[config.mk]
export PLATFORM = sky130hd
export DESIGN_NAME = keyword_score_vote_gate
export DESIGN_NICKNAME = d
export VERILOG_FILES = /design/src/design/kwsv_pkg.sv /design/src/design/keyword_score_vote_gate.sv /design/src/design/kwsv_ts_mem.sv
export SDC_FILE = /design/constraint.sdc
export NUM_CORES = 1
export LEC_CHECK = 0
export ABC_AREA = 0
export BUFFER_PORTS_ARGS = -buffer_cell sky130_fd_sc_hd__buf_4
export CAP_MARGIN = 20
export CORE_MARGIN = 8
export CORE_UTILIZATION = 58
export CTS_CLUSTER_DIAMETER = 60
export CTS_CLUSTER_SIZE = 30
export DETAILED_ROUTE_END_ITERATION = 12
export GPL_TIMING_DRIVEN = 0
export PLACE_DENSITY = 0.77
export SLEW_MARGIN = 20
export SYNTH_ARGS = -nofsm -noshare
export SYNTH_HDL_FRONTEND = slang
export SYNTH_SLANG_ARGS = --single-unit
[constraint.sdc]
create_clock -name clk -period 14.5 [get_ports clk]
set_clock_uncertainty 0.1 [all_clocks]
set_input_delay 2.9 -clock clk [delete_from_list [all_inputs] [get_ports clk]]
set_output_delay 2.9 -clock clk [all_outputs]
set_load 0.02 [all_outputs]
[src/design/kwsv_pkg.sv]
// ----------------------------------------------------------------------------
// kwsv_pkg
// Shared types and constants for the keyword score vote gate.
// ----------------------------------------------------------------------------
package kwsv_pkg;

  // field widths
  localparam int SCORE_W    = 8;
  localparam int TICK_W     = 32;
  localparam int IDX_W      = 6;
  localparam int CONF_W     = 7;
  localparam int TRIG_W     = 4;
  localparam int CFG_IDX_W  = 2;
  localparam int CFG_DATA_W = 32;

  // default keyword count per frame
  localparam int NUM_KEYWORDS_DEF = 8;

  // register reset values
  localparam logic [SCORE_W-1:0] THRESH_RESET   = 8'd82;
  localparam logic [TRIG_W-1:0]  TRIGGER_RESET  = 4'd3;
  localparam logic [TICK_W-1:0]  COOLDOWN_RESET = 32'd1000;

  // confidence scaling
  localparam logic [6:0] PCT_SCALE = 7'd100;
  localparam logic [6:0] PCT_ROUND = 7'd127;

  // configuration register map
  typedef enum logic [CFG_IDX_W-1:0] {
    REG_THRESHOLD = 2'd0,
    REG_TRIGGER   = 2'd1,
    REG_COOLDOWN  = 2'd2
  } cfg_reg_t;

  // timestamp table write request
  typedef struct packed {
    logic              en;
    logic [IDX_W-1:0]  idx;
    logic [TICK_W-1:0] tick;
  } ts_write_t;

endpackage

[src/design/keyword_score_vote_gate.sv]
// ----------------------------------------------------------------------------
// keyword_score_vote_gate
// Frame argmax, consecutive-frame vote, threshold and per-keyword cooldown.
// ----------------------------------------------------------------------------
// One score beat is taken every clock cycle while s_tready is high; a frame
// is NUM_KEYWORDS beats, keyword 0 first, and the now_tick of the frame's
// last beat is the time used. The last beat of a frame registers its result
// in the timestamp stage and reads the keyword's last-fire timestamp from the
// table memory; loading the output register does the 32-bit wrap-safe elapsed
// compare and writes the new timestamp back on a firing. s_tready drops only
// while both the timestamp stage and the output register hold a result that
// m_tready has not taken. After reset every timestamp reads as zero through
// per-entry valid bits, so no clearing pass is needed. Cfg port writes of
// threshold and trigger apply at the next frame end, cooldown at output load.
module keyword_score_vote_gate #(
  parameter int NUM_KEYWORDS = kwsv_pkg::NUM_KEYWORDS_DEF
) (
  input  logic                            clk,
  input  logic                            rst,
  // cfg write port
  input  logic                            cfg_we,
  input  logic [kwsv_pkg::CFG_IDX_W-1:0]  cfg_index,
  input  logic [kwsv_pkg::CFG_DATA_W-1:0] cfg_data,
  // score stream
  input  logic                            s_tvalid,
  output logic                            s_tready,
  input  logic [39:0]                     s_tdata,  // score[7:0], now_tick[39:8]
  // result stream
  output logic                            m_tvalid,
  input  logic                            m_tready,
  output logic [23:0]                     m_tdata   // top_index[5:0], top_score[13:6],
                                                    // detected[14], fired[15],
                                                    // score_pct[22:16], zero[23]
);
  import kwsv_pkg::*;

  localparam int POS_W = $clog2(NUM_KEYWORDS);
  localparam int AW    = $clog2(NUM_KEYWORDS);

  // configuration registers
  logic [SCORE_W-1:0] score_threshold;
  logic [TRIG_W-1:0]  trigger_count;
  logic [TICK_W-1:0]  cooldown_ticks;

  always_ff @(posedge clk) begin
    if (rst) begin
      score_threshold <= THRESH_RESET;
      trigger_count   <= TRIGGER_RESET;
      cooldown_ticks  <= COOLDOWN_RESET;
    end else if (cfg_we) begin
      unique case (cfg_reg_t'(cfg_index))
        REG_THRESHOLD: score_threshold <= cfg_data[SCORE_W-1:0];
        REG_TRIGGER:   trigger_count   <= cfg_data[TRIG_W-1:0];
        REG_COOLDOWN:  cooldown_ticks  <= cfg_data[TICK_W-1:0];
        default: ;
      endcase
    end
  end

  // input fields
  logic [SCORE_W-1:0] score;
  logic [TICK_W-1:0]  now_tick;
  assign score    = s_tdata[7:0];
  assign now_tick = s_tdata[39:8];

  // pipeline control
  logic s1_valid;
  logic out_load;
  logic stall;
  logic in_beat;
  logic last_beat;
  logic frame_end;

  assign stall     = s1_valid && m_tvalid && !m_tready;
  assign s_tready  = !stall;
  assign in_beat   = s_tvalid && s_tready;
  assign out_load  = s1_valid && (!m_tvalid || m_tready);

  // running argmax over the frame
  logic [POS_W-1:0]   pos;
  logic [SCORE_W-1:0] running_max;
  logic [IDX_W-1:0]   running_index;
  logic [SCORE_W-1:0] cur_max;
  logic [IDX_W-1:0]   cur_idx;
  logic [SCORE_W-1:0] mx;
  logic [IDX_W-1:0]   ix;

  assign last_beat = (pos == POS_W'(NUM_KEYWORDS - 1));
  assign frame_end = in_beat && last_beat;

  always_comb begin
    cur_max = (pos == '0) ? '0 : running_max;
    cur_idx = (pos == '0) ? '0 : running_index;
    if (score > cur_max) begin
      mx = score;
      ix = IDX_W'(pos);
    end else begin
      mx = cur_max;
      ix = cur_idx;
    end
  end

  always_ff @(posedge clk) begin
    if (rst) begin
      pos           <= '0;
      running_max   <= '0;
      running_index <= '0;
    end else if (in_beat) begin
      pos           <= last_beat ? '0 : pos + POS_W'(1);
      running_max   <= mx;
      running_index <= ix;
    end
  end

  // vote over consecutive frames
  logic [IDX_W-1:0]  vote_target;
  logic              vote_started;
  logic [TRIG_W-1:0] vote_count;
  logic [IDX_W-1:0]  vote_target_next;
  logic              vote_started_next;
  logic [TRIG_W-1:0] vote_count_next;
  logic [TRIG_W-1:0] count_inc;
  logic              detect;

  assign count_inc = vote_count + TRIG_W'(1);

  always_comb begin
    vote_target_next  = vote_target;
    vote_started_next = vote_started;
    vote_count_next   = vote_count;
    detect            = 1'b0;
    if (!vote_started || ix == vote_target) begin
      if (!vote_started) begin
        vote_target_next  = ix;
        vote_started_next = 1'b1;
      end
      if (count_inc >= trigger_count) begin
        vote_count_next   = '0;
        vote_started_next = 1'b0;
        detect            = (ix != '0) && (mx >= score_threshold);
      end else begin
        vote_count_next = count_inc;
      end
    end else begin
      vote_count_next  = TRIG_W'(1);
      vote_target_next = ix;
    end
  end

  always_ff @(posedge clk) begin
    if (rst) begin
      vote_target  <= '0;
      vote_started <= 1'b0;
      vote_count   <= '0;
    end else if (frame_end) begin
      vote_target  <= vote_target_next;
      vote_started <= vote_started_next;
      vote_count   <= vote_count_next;
    end
  end

  // timestamp stage registers
  logic [IDX_W-1:0]   s1_ix;
  logic [SCORE_W-1:0] s1_mx;
  logic               s1_det;
  logic [TICK_W-1:0]  s1_now;

  always_ff @(posedge clk) begin
    if (rst) begin
      s1_valid <= 1'b0;
    end else begin
      s1_valid <= frame_end || (s1_valid && !out_load);
    end
  end

  always_ff @(posedge clk) begin
    if (frame_end) begin
      s1_ix  <= ix;
      s1_mx  <= mx;
      s1_det <= detect;
      s1_now <= now_tick;
    end
  end

  // timestamp table
  ts_write_t         ts_wr;
  logic [TICK_W-1:0] last_tick;
  logic [TICK_W-1:0] elapsed;
  logic              fire;

  assign elapsed = s1_now - last_tick;
  assign fire    = s1_det && (elapsed >= cooldown_ticks);

  always_comb begin
    ts_wr.en   = out_load && fire;
    ts_wr.idx  = s1_ix;
    ts_wr.tick = s1_now;
  end

  kwsv_ts_mem #(
    .DEPTH (NUM_KEYWORDS),
    .AW    (AW)
  ) u_ts_mem (
    .clk     (clk),
    .rst     (rst),
    .wr      (ts_wr),
    .rd_en   (frame_end),
    .rd_idx  (ix),
    .rd_tick (last_tick)
  );

  // rounded percentage: (mx*100+127)/255 via reciprocal
  logic [14:0] pct_num;
  logic [15:0] pct_sum;
  logic [CONF_W-1:0] conf;

  assign pct_num = 15'(s1_mx) * 15'(PCT_SCALE) + 15'(PCT_ROUND);
  assign pct_sum = 16'(pct_num) + 16'(pct_num[14:8]) + 16'd1;
  assign conf    = pct_sum[14:8];

  // output register
  logic [IDX_W-1:0]   top_index;
  logic [SCORE_W-1:0] top_score;
  logic               detected;
  logic               fired;
  logic [CONF_W-1:0]  score_pct;

  always_ff @(posedge clk) begin
    if (rst) begin
      m_tvalid <= 1'b0;
    end else if (out_load) begin
      m_tvalid <= 1'b1;
    end else if (m_tready) begin
      m_tvalid <= 1'b0;
    end
  end

  always_ff @(posedge clk) begin
    if (out_load) begin
      top_index <= s1_ix;
      top_score <= s1_mx;
      detected  <= s1_det;
      fired     <= fire;
      score_pct <= conf;
    end
  end

  assign m_tdata = {1'b0, score_pct, fired, detected, top_score, top_index};

endmodule

[src/design/kwsv_ts_mem.sv]
// ----------------------------------------------------------------------------
// kwsv_ts_mem
// Per-keyword last-fire timestamp table: one write and one registered read
// per cycle, with same-cycle write-to-read bypass and per-entry valid bits so
// unwritten entries read as zero after reset.
// ----------------------------------------------------------------------------
module kwsv_ts_mem #(
  parameter int DEPTH = kwsv_pkg::NUM_KEYWORDS_DEF,
  parameter int AW    = $clog2(DEPTH)
) (
  input  logic                        clk,
  input  logic                        rst,
  input  kwsv_pkg::ts_write_t         wr,
  input  logic                        rd_en,
  input  logic [kwsv_pkg::IDX_W-1:0]  rd_idx,
  output logic [kwsv_pkg::TICK_W-1:0] rd_tick
);
  import kwsv_pkg::*;

  logic [TICK_W-1:0] mem [DEPTH];
  logic [DEPTH-1:0]  valid;
  logic [TICK_W-1:0] rd_data;
  logic              rd_valid;
  logic [AW-1:0]     wa;
  logic [AW-1:0]     ra;
  logic              bypass;

  assign wa     = wr.idx[AW-1:0];
  assign ra     = rd_idx[AW-1:0];
  assign bypass = wr.en && (wa == ra);

  // storage array
  always_ff @(posedge clk) begin
    if (wr.en) begin
      mem[wa] <= wr.tick;
    end
  end

  // registered read with bypass of a same-cycle write
  always_ff @(posedge clk) begin
    if (rd_en) begin
      rd_data <= bypass ? wr.tick : mem[ra];
    end
  end

  // entry valid bits, cleared at reset
  always_ff @(posedge clk) begin
    if (rst) begin
      valid    <= '0;
      rd_valid <= 1'b0;
    end else begin
      if (wr.en) begin
        valid[wa] <= 1'b1;
      end
      if (rd_en) begin
        rd_valid <= bypass || valid[ra];
      end
    end
  end

  assign rd_tick = rd_valid ? rd_data : '0;

endmodule

* Yosys cells after proc, flatten, opt, wreduce, memory -nomap -nowiden
Memory sizes are Yosys's and may differ from the RTL's. A register that Yosys moved wholly into a read port is not among the register bits. Cells that the tools add are included.
Word-level totals: memories kept 1, latch bits 0, input port bits 79, bits in writable memories 256, bits in registers 153, logic and storage cells 93, memory bits (read-only) 0, output and inout bits 26
Cells by class: equal/unequal tests 6, multipliers 1, reductions and logical operators 30, multiplexer cells 19, div/mod/pow operators 0, $lt $le $gt $ge 7, $add $sub $neg 6, bitwise operators 1, shifts and indexed selects 0
Memories:
- u_ts_mem.mem | words 8, width 32, read ports 1, clocked after Yosys merged registers in 1, wr ports 1, line kwsv_ts_mem.sv:20 | logic [TICK_W-1:0] mem [DEPTH];
Operators with widths (number):
- 32-bit >= comparator | 1
- 32-bit two-way mux | 1
- 32-bit subtractor | 1
- 6-bit two-way mux | 4
- 8-bit two-way mux | 2
- 15-bit by 1-bit adder with 15-bit output (second input constant) | 1
- 15-bit by 7-bit adder with 15-bit output | 1
- 15-bit by 7-bit adder with 15-bit output (second input constant) | 1
- 8-bit by 5-bit multiplier with 13-bit output (second input constant) | 1
- 2-bit AND reduction | 6
- 1-bit logical AND | 11
- 8-bit >= comparator | 1
- 8-bit > comparator | 1
- 3-bit by 4-bit less-than comparator with 1-bit output (second input constant) | 2
- 4-bit two-way mux | 2
- 8-bit bitwise OR | 1
- 1-bit two-way mux | 7
- 6-bit == test | 1
- 6-bit nonzero test | 1
- 1-bit logical NOT | 5
- 4-bit by 1-bit adder with 4-bit output (second input constant) | 1
- 4-bit >= comparator | 1
- 1-bit logical OR | 4
- 3-bit by 1-bit adder with 3-bit output (second input constant) | 1
- 12 further kinds | 12

* Depth between registers and ports, before layout
depth after elaboration 8, mapped depth 25, mapped depth without buffers 23

* Cells and area by module
From an unflattened synthesis, not the netlist that was laid out.
Unflattened totals: cells, all modules 1533, area, all modules 21033.9 µm²
By module, submodules not included:
- kwsv_ts_mem | instances 1, cells an instance 517, area each 11767.5 µm², sequential area each 8828.5 µm²
- keyword_score_vote_gate | instances 1, cells an instance 1016, area each 9266.4 µm², sequential area each 3583.4 µm²

* Worst setup path after synthesis
OpenSTA, ideal clock, no wires.
path type flip-flop to flip-flop, start point reg u_ts_mem.rd_valid, end point mem u_ts_mem.mem[1][0] (enable), slack 7383 ps, library setup time 461 ps, stages on the path, launching flop included 21, required time 13939 ps, period minus slack after synthesis 7117 ps, path buffers 2, arrival time 6556 ps, cell sequence dfxtp_1 clkbuf_1 clkbuf_1 nand2_1 ha_1 a2111oi_0 a21oi_1 o21ai_0 nand3_1 a21bo_2 a221o_1 a21oi_1 xnor2_1 ha_1 nand4_1 nor3_1 nor4b_1 o211ai_1 o211ai_1 nand2b_1 nor3_1
Between the ends: longest elaborated chain between the ends 7
Ends and longest elaborated chain:
- from (decl) | line kwsv_ts_mem.sv:23 | logic rd_valid;
- from (signal assigned) | line kwsv_ts_mem.sv:56 | rd_valid <= bypass || valid[ra];
- 32-bit two-way mux | line kwsv_ts_mem.sv:61 | assign rd_tick = rd_valid ? rd_data : '0;
- 32-bit subtractor | line keyword_score_vote_gate.sv:191 | assign elapsed = s1_now - last_tick;
- 32-bit >= comparator | line keyword_score_vote_gate.sv:192 | assign fire = s1_det && (elapsed >= cooldown_ticks);
- 1-bit logical AND | line keyword_score_vote_gate.sv:192
- 1-bit logical AND | line keyword_score_vote_gate.sv:195 | ts_wr.en = out_load && fire;
- 1-bit two-way mux | line kwsv_ts_mem.sv:34 | if (wr.en) begin
- 1-bit two-way mux (implied by the code) | line kwsv_ts_mem.sv:35 | mem[wa] <= wr.tick;
- to (decl) | line kwsv_ts_mem.sv:20
No other way between the ends.

* Final worst setup path
start point reg u_ts_mem.rd_valid, end point mem u_ts_mem.mem[3][20] (enable)
Same word-level chain as after synthesis.

==> results.yml <==
synthesis:
  yosys-top-cells-count: "edfxtp_1, nand2_1, ha_1"
  synth_most_common_cell: "edfxtp_1"
  synthesis.nets: 1871
  ys_seq_elements: 441
  synth.distinct_cells: 76
  yosys.area.top_type: "edfxtp_1"
  ys_seq_area_frac: 0.5927
  synth.top_cell.area_share: 0.5134
  syn_area_um2: 20940
  syn_inst: 1665
  synth.area.top_cells: "edfxtp_1, dfxtp_1, ha_1, mux2i_1, nand2_1"
  synthFlopType: "edfxtp_1"
  yosys_warnings: 0
  syn_avg_cell_area_um2: 12.58
  synthArstFlopShare: 0
  synth_edf_count: 358
cts:
  cts_made_buffers: 31
  cts-htree-levels: 1
  cts_resized: 0
  clock-sinks: 441
  cts_buffer_depth: 3
  insertion_delay_ns: 0.61
  cts-root-buf: "clkbuf_16"
  path_clk_slew_ns: 0.08
  holdBufCountCts: 0
  cts_tree: "built"
  cts_setup_buffers: 0
timing:
  hold_viol_final: 0
  setup_viol: 0
  slew_violations: 0
  relSlewSlack: 0.4971
  finalCritPeriodShare: 0.5148
  finalWorstSetupSlack_ns: 7.035
  fin_crit_ns: 7.465
  clock.fmax_mhz: 134.0
  setup-tns-final_ns: 0
  tightest_slew_ns: 0.7503
  rsz0062_at_grt: "false"
finish:
  finalCoreUtilization: 0.6668
  diodes: 0
  nNetsFinal: 2021
  drive_gt1_frac: 0.1578
  fillCellCount: 2585
  ff_latch_area_um2: 12410
  multi_input_area_um2: 7893
  area_delta_synth_final_pct: 13.26
grt:
  grt_max_degree: 47
  gr-total-overflow: 0
  grt_pass1_wl_mm: 73.40
  grt_pass1_vias: 13602
  grtUsageTotal: 0.2194
  antenna_found_initial: 0
worst_setup_path:
  cp-end-kind: "flip-flop"
  r2r_setup_slack_ns: 7.04
  crit_path_top_delay_cell: "o211ai_1"
  reg2reg_to: "u_ts_mem.mem[3][20]"
  critPathMostFrequentCell: "nand2_1"
  crit_path_start_kind: "flip-flop"
  max_stage_delay_ns: 0.61
  critical-path-top-delay-family: "compound AO/OA/AOI/OAI gates"
  cp.required_ns: 14.69
  crit_fanout: 10
  criticalPathCategory: "reg2reg"
  r2r-start: "u_ts_mem.rd_valid"
  crit_chain: "clkbuf_1 > clkbuf_1 > nand2_1 > fa_1 > a211oi_1 > o21ai_0 > a21oi_1 > o21bai_1 > a21o_1 > a21oi_1 > o21ai_0 > a31oi_1 > xnor2_1 > ha_1 > nand2_1 > nor3_1 > nor4b_1 > o211ai_1 > o211ai_1 > nand2_1 > nor3_2 > buf_4 > buf_4"
  arrival_ns: 7.65
  rr_worst_depth: 23
  crit_buf_inv: 4
pwr:
  p_per_area_nw_per_um2: 104.8
  p_total_mw: 2.487
  p_leak_nw: 8.411
  peakVddDrop_uv: 125.2
detailed_routing:
  viasPerCell: 5.931
  drt_pre_antenna_iters: 5
  drt-total-wl_mm: 47.35
  vias: 13636
  routedWlPerCell_um: 20.59
  antenna_left: 0
  drcViolationCount: 0
  drt_iter0_drc: 879
flow_run:
  cap_violations: 0
placed_design:
  dp_slack_ns: 7.247
  portBuffers: 102
  dp_hpwl_mm: 34.88
  gp_congestion: 0.8797
floorplan:
  num_rows: 69
  core_um2: 35570
  dieWidth_um: 206.0
  dieArea_um2: 42440
  chipHeight_um: 206.0
  io_pins: 105
  start_util: 0.5888
worst_hold_path:
  holdCritPathClass: "reg2reg"
  hold_depth: 0
  hold-path-endpoint: "top_index[5]"
  min_from: "s1_ix[5]"
outcome:
  status: "complete, no violations"
## layout make-up
type	instances	area share
multi-input combinational	1075	0.3328
inverter	79	0.01261
clock inverter	24	0.01472
timing repair buffer	117	0.04326
buffer	70	0.01619
sequential	441	0.5233
clock buffer	32	0.03286
tap	461	0.02432
## layer usage
layer,global-route usage,share of wire,up-vias
met3,0.02806,0.065,76
met1,0.2879,0.42,6646
met5,0,0,-
met4,0.06109,0.021,0
met2,0.3796,0.49,440
li1,-,-,6474
## flip-flops by register name, summed over array words and instances (netlist names), 3 cells and up
| name | cells |
|---|---|
| u_ts_mem.rd_data | 32 |
| s1_mx | 8 |
| s1_ix | 6 |
| score_threshold | 8 |
| score_pct | 7 |
| vote_target | 6 |
| running_max | 8 |
| cooldown_ticks | 32 |
| trigger_count | 4 |
| top_score | 8 |
| pos | 3 |
| s1_now | 32 |
| top_index | 6 |
| running_index | 6 |
| u_ts_mem.mem | 256 |
| u_ts_mem.valid | 8 |
| vote_count | 4 |
## stage by stage
| stage | cells | hold WS (ns) | cell area (µm²) |
|---|---|---|---|
| final | 2299 | 0.3274 | 23720 |
| after global placement | 2228 | 0.3050 | 22280 |
| after global routing | 2299 | 0.3339 | 23720 |
| after detailed placement | 2243 | 0.3089 | 22590 |
| after floorplan | 1665 | 0.3003 | 20940 |
| after CTS | 2299 | 0.3288 | 23720 |
## where the power goes
group / internal (mW) / switching (mW)
clock network: 0.455 / 0.505
logic: 0.0710 / 0.0916
registers: 1.36 / 0.00444
total: 1.89 / 0.601
## cell families after synthesis
group                      after synthesis  synth area share
AOI/OAI and AO/OA                      321            0.1138
xor gates and xnor gates                59           0.02468
adders and majority gates              127           0.07731
buffers and inverters                  149           0.03250
DFF                                    441            0.5927
muxes                                  137           0.06734
other                                    1         0.0001791
and+or+nand+nor                        430           0.09153
## worst max path at each step
stage	from	end	cells past startpoint
4_1_cts	u_ts_mem.rd_valid	u_ts_mem.mem[3][20]	23
5_1_grt	u_ts_mem.rd_valid	u_ts_mem.mem[3][20]	22
3_3_place_gp	u_ts_mem.rd_valid	u_ts_mem.mem[3][18]	21
6_report	u_ts_mem.rd_valid	u_ts_mem.mem[3][20]	23
2_1_floorplan	u_ts_mem.rd_valid	u_ts_mem.mem[1][0]	20
3_5_place_dp	u_ts_mem.rd_valid	u_ts_mem.mem[3][16]	23
## layout by cell type (no fill, tap or decap), drive strengths merged, types with 5 or more instances in the layout
cell	instances
edfxtp	358
a211oi	16
nor2	88
dfxtp	83
nand2	226
and3	10
mux2	31
buf	156
and2	15
clkinv	6
o211ai	7
nor2b	8
xnor2	37
nor3	17
mux2i	106
nand3	19
inv	96
o31ai	6
ha	123
nand4	14
nand2b	14
a211o	11
o21a	6
o21ai	44
xor2	22
a221oi	32
o21bai	9
a21oi	105
a2111oi	6
nand3b	5
a32o	31
a21o	20
clkbuf	63
(Power assumes the default switching activity.)
